<file path="config.mk">
export PLATFORM = sky130hd
export DESIGN_NAME = nfa_epsilon_simulator
export DESIGN_NICKNAME = d
export VERILOG_FILES = /design/src/hw/rtl/nfasim_pkg.sv /design/src/hw/rtl/nfa_epsilon_simulator.sv /design/src/hw/rtl/nfasim_tables.sv
export SDC_FILE = /design/constraint.sdc
export NUM_CORES = 2
export LEC_CHECK = 0
export ABC_CLOCK_PERIOD_IN_PS = 3070
export BUFFER_PORTS_ARGS = -buffer_cell sky130_fd_sc_hd__buf_2
export CAP_MARGIN = 0
export CELL_PAD_IN_SITES_DETAIL_PLACEMENT = 1
export CELL_PAD_IN_SITES_GLOBAL_PLACEMENT = 1
export CORE_UTILIZATION = 30
export DETAILED_ROUTE_END_ITERATION = 12
export GPL_TIMING_DRIVEN = 0
export PLACE_DENSITY_LB_ADDON = 0.15
export SLEW_MARGIN = 20
export SYNTH_ARGS = -nofsm -noshare
export SYNTH_HDL_FRONTEND = slang
export SYNTH_HIERARCHICAL = 1
export SYNTH_MEMORY_MAX_BITS = 65536
export SYNTH_SLANG_ARGS = --single-unit
</file>
<file path="constraint.sdc">
create_clock -name clk_i -period 3.07 [get_ports clk_i]
set_input_delay 0 -clock clk_i [delete_from_list [all_inputs] [get_ports clk_i]]
set_output_delay 0 -clock clk_i [all_outputs]
set_load 0.05 [all_outputs]
</file>
<file path="src/hw/rtl/nfasim_pkg.sv">
// ----------------------------------------------------------------------------
// nfasim_pkg
// Shared types and constants of the epsilon-NFA simulator.
// ----------------------------------------------------------------------------
package nfasim_pkg;

  localparam int NumStates  = 16;
  localparam int NumSymbols = 16;
  localparam int StateW     = 4;
  localparam int SymW       = 4;
  localparam int SetW       = NumStates;
  localparam int TransDepth = NumStates * NumSymbols;
  localparam int TransAw    = SymW + StateW;
  localparam int CntW       = StateW + 1;

  typedef enum logic [1:0] {
    REQ_TRANS  = 2'd0,
    REQ_EPS    = 2'd1,
    REQ_SYMBOL = 2'd2,
    REQ_FINISH = 2'd3
  } req_e;

  typedef enum logic [1:0] {
    VERDICT_REJECT  = 2'd0,
    VERDICT_ACCEPT  = 2'd1,
    VERDICT_INVALID = 2'd2
  } verdict_e;

  typedef enum logic [1:0] {
    CFG_START_STATE   = 2'd0,
    CFG_FINAL_MASK    = 2'd1,
    CFG_ALPHABET_MASK = 2'd2
  } cfg_e;

  typedef enum logic [1:0] {
    ST_IDLE,
    ST_CLOSE,
    ST_STEP,
    ST_EMIT
  } fsm_e;

  typedef struct packed {
    logic               trans_we;
    logic               eps_we;
    logic [TransAw-1:0] trans_waddr;
    logic [StateW-1:0]  eps_waddr;
    logic [SetW-1:0]    wdata;
    logic [TransAw-1:0] trans_raddr;
    logic [StateW-1:0]  eps_raddr;
  } tbl_ctrl_t;

endpackage

</file>
<file path="src/hw/rtl/nfa_epsilon_simulator.sv">
// ----------------------------------------------------------------------------
// nfa_epsilon_simulator
// Epsilon-NFA simulator over a 16-state active set.
// ----------------------------------------------------------------------------
// Items are taken one at a time. A row write is done in the cycle that
// takes it. A symbol item runs the epsilon closure as repeated passes over
// the epsilon memory, one row read per cycle, until a pass adds nothing (1
// to 16 passes), then one pass over the symbol's rows of the transition
// memory; no new item is taken until the block is back in idle. A finish
// item runs the closure, unless the word is invalid, and then loads the
// result register, which can hold a finished result while the next item is
// taken; a waiting result stalls the next finish item in that load state.
// Each table memory has a single read port, so each pass reads its rows one
// at a time. Tables reset to empty through valid bits, so no clearing pass
// is needed. A symbol item that is invalid, or any symbol after it in the
// same word, is dropped without leaving idle.
module nfa_epsilon_simulator (
  input  logic        clk_i,
  input  logic        rst_ni,
  input  logic        in_valid_i,
  output logic        in_stall_o,
  input  logic [1:0]  req_type_i,
  input  logic [3:0]  symbol_i,
  input  logic [3:0]  state_index_i,
  input  logic [15:0] row_mask_i,
  output logic        out_valid_o,
  input  logic        out_stall_i,
  output logic [1:0]  verdict_o,
  output logic [15:0] final_set_o,
  input  logic        cfg_valid_i,
  output logic        cfg_ready_o,
  input  logic [1:0]  cfg_index_i,
  input  logic [15:0] cfg_data_i
);
  import nfasim_pkg::*;

  fsm_e              state_q, state_d;
  logic [StateW-1:0] start_q, start_d;
  logic [SetW-1:0]   final_q, final_d;
  logic [SetW-1:0]   alpha_q, alpha_d;
  logic [SetW-1:0]   active_q, active_d;
  logic [SetW-1:0]   acc_q, acc_d;
  logic              invalid_q, invalid_d;
  logic              fin_q, fin_d;
  logic              chg_q, chg_d;
  logic [SymW-1:0]   sym_q, sym_d;
  logic [CntW-1:0]   cnt_q, cnt_d;
  logic              rd_vld_q, rd_vld_d;
  logic [StateW-1:0] rd_idx_q, rd_idx_d;
  logic              out_valid_q, out_valid_d;
  logic [1:0]        verdict_q, verdict_d;
  logic [SetW-1:0]   fset_q, fset_d;

  tbl_ctrl_t         tbl_ctrl;
  logic [SetW-1:0]   trans_rdata;
  logic [SetW-1:0]   eps_rdata;
  logic              in_acc;
  logic              cfg_acc;

  nfasim_tables u_tables (
    .clk_i        (clk_i),
    .rst_ni       (rst_ni),
    .ctrl_i       (tbl_ctrl),
    .trans_rdata_o(trans_rdata),
    .eps_rdata_o  (eps_rdata)
  );

  assign in_stall_o  = (state_q != ST_IDLE);
  assign cfg_ready_o = 1'b1;
  assign in_acc      = in_valid_i && !in_stall_o;
  assign cfg_acc     = cfg_valid_i && cfg_ready_o;

  always_comb begin
    state_d     = state_q;
    start_d     = start_q;
    final_d     = final_q;
    alpha_d     = alpha_q;
    active_d    = active_q;
    acc_d       = acc_q;
    invalid_d   = invalid_q;
    fin_d       = fin_q;
    chg_d       = chg_q;
    sym_d       = sym_q;
    cnt_d       = cnt_q;
    rd_vld_d    = 1'b0;
    rd_idx_d    = cnt_q[StateW-1:0];
    out_valid_d = out_valid_q;
    verdict_d   = verdict_q;
    fset_d      = fset_q;

    tbl_ctrl             = '0;
    tbl_ctrl.trans_waddr = {symbol_i, state_index_i};
    tbl_ctrl.eps_waddr   = state_index_i;
    tbl_ctrl.wdata       = row_mask_i;
    tbl_ctrl.trans_raddr = {sym_q, cnt_q[StateW-1:0]};
    tbl_ctrl.eps_raddr   = cnt_q[StateW-1:0];

    if (out_valid_q && !out_stall_i) begin
      out_valid_d = 1'b0;
    end

    case (state_q)
      ST_IDLE: begin
        if (in_acc) begin
          case (req_e'(req_type_i))
            REQ_TRANS: tbl_ctrl.trans_we = 1'b1;
            REQ_EPS:   tbl_ctrl.eps_we = 1'b1;
            REQ_SYMBOL: begin
              if (!invalid_q) begin
                if (!alpha_q[symbol_i]) begin
                  invalid_d = 1'b1;
                end else begin
                  sym_d   = symbol_i;
                  fin_d   = 1'b0;
                  cnt_d   = '0;
                  chg_d   = 1'b0;
                  state_d = ST_CLOSE;
                end
              end
            end
            REQ_FINISH: begin
              fin_d = 1'b1;
              cnt_d = '0;
              chg_d = 1'b0;
              state_d = invalid_q ? ST_EMIT : ST_CLOSE;
            end
            default: ;
          endcase
        end
      end
      ST_CLOSE: begin
        if (!cnt_q[CntW-1]) begin
          rd_vld_d = 1'b1;
          cnt_d    = cnt_q + CntW'(1);
        end
        // read data belongs to the row issued in the previous cycle
        if (rd_vld_q && active_q[rd_idx_q]) begin
          active_d = active_q | eps_rdata;
          if ((eps_rdata & ~active_q) != '0) begin
            chg_d = 1'b1;
          end
        end
        if (cnt_q[CntW-1] && !rd_vld_q) begin
          cnt_d = '0;
          chg_d = 1'b0;
          if (!chg_q) begin
            acc_d   = '0;
            state_d = fin_q ? ST_EMIT : ST_STEP;
          end
        end
      end
      ST_STEP: begin
        if (!cnt_q[CntW-1]) begin
          rd_vld_d = 1'b1;
          cnt_d    = cnt_q + CntW'(1);
        end
        if (rd_vld_q && active_q[rd_idx_q]) begin
          acc_d = acc_q | trans_rdata;
        end
        if (cnt_q[CntW-1] && !rd_vld_q) begin
          active_d = acc_q;
          state_d  = ST_IDLE;
        end
      end
      ST_EMIT: begin
        if (!out_valid_q || !out_stall_i) begin
          out_valid_d = 1'b1;
          if (invalid_q) begin
            verdict_d = VERDICT_INVALID;
            fset_d    = '0;
          end else begin
            verdict_d = ((active_q & final_q) != '0) ? VERDICT_ACCEPT : VERDICT_REJECT;
            fset_d    = active_q;
          end
          active_d  = SetW'(1) << start_q;
          invalid_d = 1'b0;
          state_d   = ST_IDLE;
        end
      end
      default: state_d = ST_IDLE;
    endcase

    if (cfg_acc) begin
      case (cfg_e'(cfg_index_i))
        CFG_START_STATE: begin
          start_d   = cfg_data_i[StateW-1:0];
          active_d  = SetW'(1) << cfg_data_i[StateW-1:0];
          invalid_d = 1'b0;
        end
        CFG_FINAL_MASK:    final_d = cfg_data_i;
        CFG_ALPHABET_MASK: alpha_d = cfg_data_i;
        default: ;
      endcase
    end
  end

  always_ff @(posedge clk_i or negedge rst_ni) begin
    if (!rst_ni) begin
      state_q     <= ST_IDLE;
      start_q     <= '0;
      final_q     <= '0;
      alpha_q     <= '1;
      active_q    <= SetW'(1);
      invalid_q   <= 1'b0;
      fin_q       <= 1'b0;
      chg_q       <= 1'b0;
      cnt_q       <= '0;
      rd_vld_q    <= 1'b0;
      out_valid_q <= 1'b0;
    end else begin
      state_q     <= state_d;
      start_q     <= start_d;
      final_q     <= final_d;
      alpha_q     <= alpha_d;
      active_q    <= active_d;
      invalid_q   <= invalid_d;
      fin_q       <= fin_d;
      chg_q       <= chg_d;
      cnt_q       <= cnt_d;
      rd_vld_q    <= rd_vld_d;
      out_valid_q <= out_valid_d;
    end
  end

  always_ff @(posedge clk_i) begin
    acc_q     <= acc_d;
    sym_q     <= sym_d;
    rd_idx_q  <= rd_idx_d;
    verdict_q <= verdict_d;
    fset_q    <= fset_d;
  end

  assign out_valid_o = out_valid_q;
  assign verdict_o   = verdict_q;
  assign final_set_o = fset_q;

endmodule

</file>
<file path="src/hw/rtl/nfasim_tables.sv">
// ----------------------------------------------------------------------------
// nfasim_tables
// Transition and epsilon row memories, registered read, with per-row valid
// bits so that rows never written read as empty.
// ----------------------------------------------------------------------------
module nfasim_tables (
  input  logic                     clk_i,
  input  logic                     rst_ni,
  input  nfasim_pkg::tbl_ctrl_t    ctrl_i,
  output logic [nfasim_pkg::SetW-1:0] trans_rdata_o,
  output logic [nfasim_pkg::SetW-1:0] eps_rdata_o
);
  import nfasim_pkg::*;

  logic [SetW-1:0] trans_mem [TransDepth];
  logic [SetW-1:0] eps_mem   [NumStates];

  logic [TransDepth-1:0] trans_vld_q;
  logic [NumStates-1:0]  eps_vld_q;

  logic [SetW-1:0] trans_rd_q;
  logic [SetW-1:0] eps_rd_q;
  logic            trans_rd_vld_q;
  logic            eps_rd_vld_q;

  always_ff @(posedge clk_i) begin
    if (ctrl_i.trans_we) begin
      trans_mem[ctrl_i.trans_waddr] <= ctrl_i.wdata;
    end
    if (ctrl_i.eps_we) begin
      eps_mem[ctrl_i.eps_waddr] <= ctrl_i.wdata;
    end
    trans_rd_q <= trans_mem[ctrl_i.trans_raddr];
    eps_rd_q   <= eps_mem[ctrl_i.eps_raddr];
  end

  always_ff @(posedge clk_i or negedge rst_ni) begin
    if (!rst_ni) begin
      trans_vld_q    <= '0;
      eps_vld_q      <= '0;
      trans_rd_vld_q <= 1'b0;
      eps_rd_vld_q   <= 1'b0;
    end else begin
      if (ctrl_i.trans_we) begin
        trans_vld_q[ctrl_i.trans_waddr] <= 1'b1;
      end
      if (ctrl_i.eps_we) begin
        eps_vld_q[ctrl_i.eps_waddr] <= 1'b1;
      end
      trans_rd_vld_q <= trans_vld_q[ctrl_i.trans_raddr];
      eps_rd_vld_q   <= eps_vld_q[ctrl_i.eps_raddr];
    end
  end

  assign trans_rdata_o = trans_rd_vld_q ? trans_rd_q : '0;
  assign eps_rdata_o   = eps_rd_vld_q ? eps_rd_q : '0;

endmodule

</file>
==> reports/summary.log <==
[sta] RSZ-0062 raised after global routing true
[sta] Post-Route Skew 0.0514 ns
[power_and_ir_drop] highest ir drop seen on vdd 686 uV
[clocking] Clock Path Buffers 4
[critical_path] kind of end point of the critical path flop
[final_layout] top library cells by usage in the layout, fill and taps aside sky130_fd_sc_hd__edfxtp_1, sky130_fd_sc_hd__mux4_2, sky130_fd_sc_hd__clkbuf_16
[yosys] Synth area leaders sky130_fd_sc_hd__edfxtp_1, sky130_fd_sc_hd__mux4_2, sky130_fd_sc_hd__dfrtp_1, sky130_fd_sc_hd__mux2i_1, sky130_fd_sc_hd__or2_2
[flow_run] max capacitance violation total 0
[global_routing] wire length of the first global-routing pass 1080 mm
[die] Die Y-Extent 789 um
[critical_path] critical path's largest stage delay 0.91 ns
[detailed_routing] via count 108,000
[detailed_routing] number of remaining DRC errors 0
[critical_path] RR Endpoint u_tables/trans_rd_q[13]$_DFF_P_
[min_path] beginning of the worst hold path row_mask_i[8]
[detailed_routing] DRT iter0 DRCs 15,800
[critical_path] CP startpoint sym_q[0]$_DFFE_PP_
[place] port buffer count 64
[critical_path] cell with the largest stage delay on the worst path sky130_fd_sc_hd__nor4b_4
[die] core region area 0.616 mm^2
[yosys] Yosys warnings 6
[critical_path] depth of the worst register-to-register path 8
[yosys] number of enable flip-flop cells after synthesis 4,390
[clocking] worst-skew pair later-pin latency 1.12 ns
[min_path] worst hold path class in2reg
[yosys] Mapped Nets 9,055
[yosys] synthesized flop and latch total 4,764
[yosys] distinct cell type count of the synthesized netlist 76
[global_routing] met2 Usage GRT 0.405
[yosys] synthesized area per cell 20.6 um^2
[yosys] share of the synthesized area in the top cell type 0.709
[critical_path] data arrival time at the worst-slack endpoint 5.33 ns
[sta] Fmax achieved 226 MHz
[global_routing] M3 GR Usage 0.0641
[global_routing] busiest layer in global routing met2
[place] placer's final routability congestion estimate 0.941
[clocking] number of levels the H-tree was split into 6
[power_and_ir_drop] Leakage Power 75.7 nW
[critical_path] launch point of the worst reg-to-reg path sym_q[0]$_DFFE_PP_
[detailed_routing] vias per cell 5.67
[sta] Final setup violation count 276
[die] effective utilization at floorplan 0.302
[yosys] cell accounting for the most synthesized area sky130_fd_sc_hd__edfxtp_1
[power_and_ir_drop] power per standard cell area 786 mW/mm^2
[sta] slew margin rel. 0.184
[critical_path] cell occurring most often along the worst timing path sky130_fd_sc_hd__clkbuf_4
[die] number of core rows 288
[critical_path] Critical Setup Path Class reg2reg
[global_routing] final global-route overflow total 0
[critical_path] capture point of the worst path u_tables/trans_rd_q[13]$_DFF_P_
[final_layout] area of the multi-input gates 0.0454 mm^2
[global_routing] grt met1 use 0.352
[critical_path] CP bufs+invs 4
[sta] worst-margin pin slew 1.22 ns
[die] horizontal die dimension 789 um
[clocking] Clk pin slew, worst setup/hold paths 0.06 ns
[final_layout] synth-to-layout area growth 26.6%
[final_layout] Layout Nets 10,500
[final_layout] leading cell type in the layout, fill and taps excluded sky130_fd_sc_hd__edfxtp_1
[clocking] CTS tree yes
[global_routing] Global Route Usage Sum 0.265
[detailed_routing] final routed wire length divided by cell count 44.5 um
[sta] total negative setup slack -35.62 ns
[detailed_routing] total wire length after detailed routing 849 mm
[yosys] Post-synth top flop sky130_fd_sc_hd__edfxtp_1
[critical_path] slack of the worst reg-to-reg path -1.35 ns
[critical_path] required time at the worst-slack endpoint 3.98 ns
[yosys] sequential element share of the synthesized area 0.759
[yosys] netlist area before placement 0.186 mm^2
[global_routing] largest net degree at the start of global routing 129
[global_routing] via count of the first global-routing pass 107,000
[run_status] run status complete, but fails checks
[place] hpwl dp 600 mm
[final_layout] number of inserted filler cells in the final layout 58,900
[critical_path] kind of start point of the critical path flop
[sta] Worst Hold Margin 0.0417 ns
[final_layout] Storage cell area 0.141 mm^2
[sta] minimum clock period 4.42 ns
[sta] total count of hold-check failures in the final report 0
[die] io pins 70
[run_status] violated checks negative setup slack
[critical_path] largest fanout on the critical path 10
[sta] Worst Setup Slack, final -1.35 ns
[detailed_routing] number of nets still failing antenna checks after routing 0
[sta] period utilisation layout 1.44
[clocking] number of CTS-inserted buffers 551
[yosys] post-synthesis async set-or-reset flop share 0.0709
[power_and_ir_drop] total power draw 185 mW
[critical_path] cells traversed along the worst timing path clkbuf_4 -> clkbuf_4 -> clkbuf_2 -> clkbuf_4 -> nor4_1 -> a31oi_1 -> nand4_1 -> nor4b_4
[clocking] clock root buffer sky130_fd_sc_hd__clkbuf_16
[clocking] clk sinks 4,764
[die] die area 0.623 mm^2
[yosys] post-synthesis cell count 9,000
[final_layout] fraction of layout cells with a size suffix above 1 0.364
[sta] Slew Viols, Final 0
[detailed_routing] First-pass DRT Iterations 5
[critical_path] CP delay by family, top buffers and inverters
[critical_path] path length in cells of the critical path 8
[global_routing] antenna violations before repair 90
==> layer usage <==
layer  part of all wire  wire [um]
met3              0.097      82100
met2               0.45     379000
met4              0.063      53900
met5            0.00016        140
met1               0.39     335000
==> Yosys cell counts, drive strengths merged (12+ instances only) <==
master	number
buf	305
and3	23
mux4	1006
nor2b	44
nor3	120
a221oi	60
mux2i	484
inv	13
nand2	159
clkbuf	216
nor4b	12
nand4	26
nor2	356
dfxtp	36
and2	36
or2	285
o22ai	162
nand3	104
o211ai	28
mux2	67
o221ai	130
a22oi	62
o21ai	87
nor4	18
edfxtp	4390
o21a	18
a211oi	67
or3	24
dfstp	17
a31oi	44
a22o	39
a21oi	124
dfrtp	321
==> final cells by class <==
cell class                      count  share of cell area
Antenna cell                       40            0.000426
Buffer                            520              0.0282
Clock buffer                      749              0.0640
Clock inverter                    254             0.00944
Inverter                           13            0.000239
Multi-Input combinational cell   3701               0.193
Sequential cell                  4764               0.600
Tap cell                         8120              0.0432
Timing Repair Buffer              913              0.0620
==> kinds of logic after synthesis <==
family,count (synthesis),synth area share
DFF,4764,0.759
muxes,1557,0.152
and+or+nand+nor,1248,0.0346
AOI/OAI and AO/OA,889,0.0336
buffers and inverters,535,0.0201
adders and majority gates,6,0.000404
other,1,0.0000202
==> flip-flops by register name (all words and copies together), names as in the netlist, 2 cells and up <==
signal,flops
verdict_o,2
final_q,16
final_set_o,16
u_tables/trans_vld_q,256
u_tables/eps_rd_q,16
u_tables/eps_mem,256
u_tables/trans_rd_q,16
u_tables/eps_vld_q,16
start_q,4
u_tables/trans_mem,4096
active_q,16
rd_idx_q,4
state_q,2
cnt_q,5
alpha_q,16
sym_q,4
acc_q,16
==> power breakdown <==
| part | internal, mW | total, mW | switching, mW | leakage [nW] |
|---|---|---|---|---|
| combinational | 17.6 | 48.7 | 31.1 | 23.0 |
| clock | 36.3 | 63.9 | 27.6 | 8.41 |
| sequential | 71.7 | 72.4 | 0.641 | 44.3 |
==> worst min-delay path by stage <==
| stage | to | cells after the start | slack [ns] |
|---|---|---|---|
| detailed placement | u_tables/trans_vld_q[60]$_DFFE_PN0P_ | 1 | -0.09 |
| global placement | out_valid_o$_DFF_PN0_ | 2 | 0.23 |
| finish | u_tables/trans_mem[22][8]$_DFFE_PP_ | 3 | 0.04 |
| CTS | u_tables/trans_mem[225][5]$_DFFE_PP_ | 2 | 0.005 |
| global route | u_tables/trans_mem[26][0]$_DFFE_PP_ | 3 | 0.06 |
| floorplan | active_q[10]$_DFF_PN0_ | 0 | -0.30 |
==> metrics by stage <==
stage / setup WS [ns] / cell area, um^2 / instances / utilization
after global routing: -1.04 / 235000 / 19000 / 0.382
after CTS: -1.05 / 232000 / 18900 / 0.376
after global placement: -6.40 / 196000 / 17200 / 0.319
after floorplan: 0.0234 / 186000 / 9000 / -
after detailed placement: -3.99 / 207000 / 17600 / 0.337
final: -1.35 / 235000 / 19100 / 0.382
==> worst min-delay path, stage by stage <==
cell and delay (ns):
sky130_fd_sc_hd__dlygate4sd3_1 0.56, sky130_fd_sc_hd__buf_8 0.15, sky130_fd_sc_hd__buf_16 0.19
==> what timing repair did <==
item / in CTS / in global routing
pin swaps: 107 / 152
hold endpoints to repair: 4198 / 0
resized for setup: 831 / 386
hold buffers: 110 / 0
setup endpoints to repair: 4386 / 4359
gates cloned: 3 / 1
buffers inserted: 185 / 179
Power figures use the tool's default switching activity.
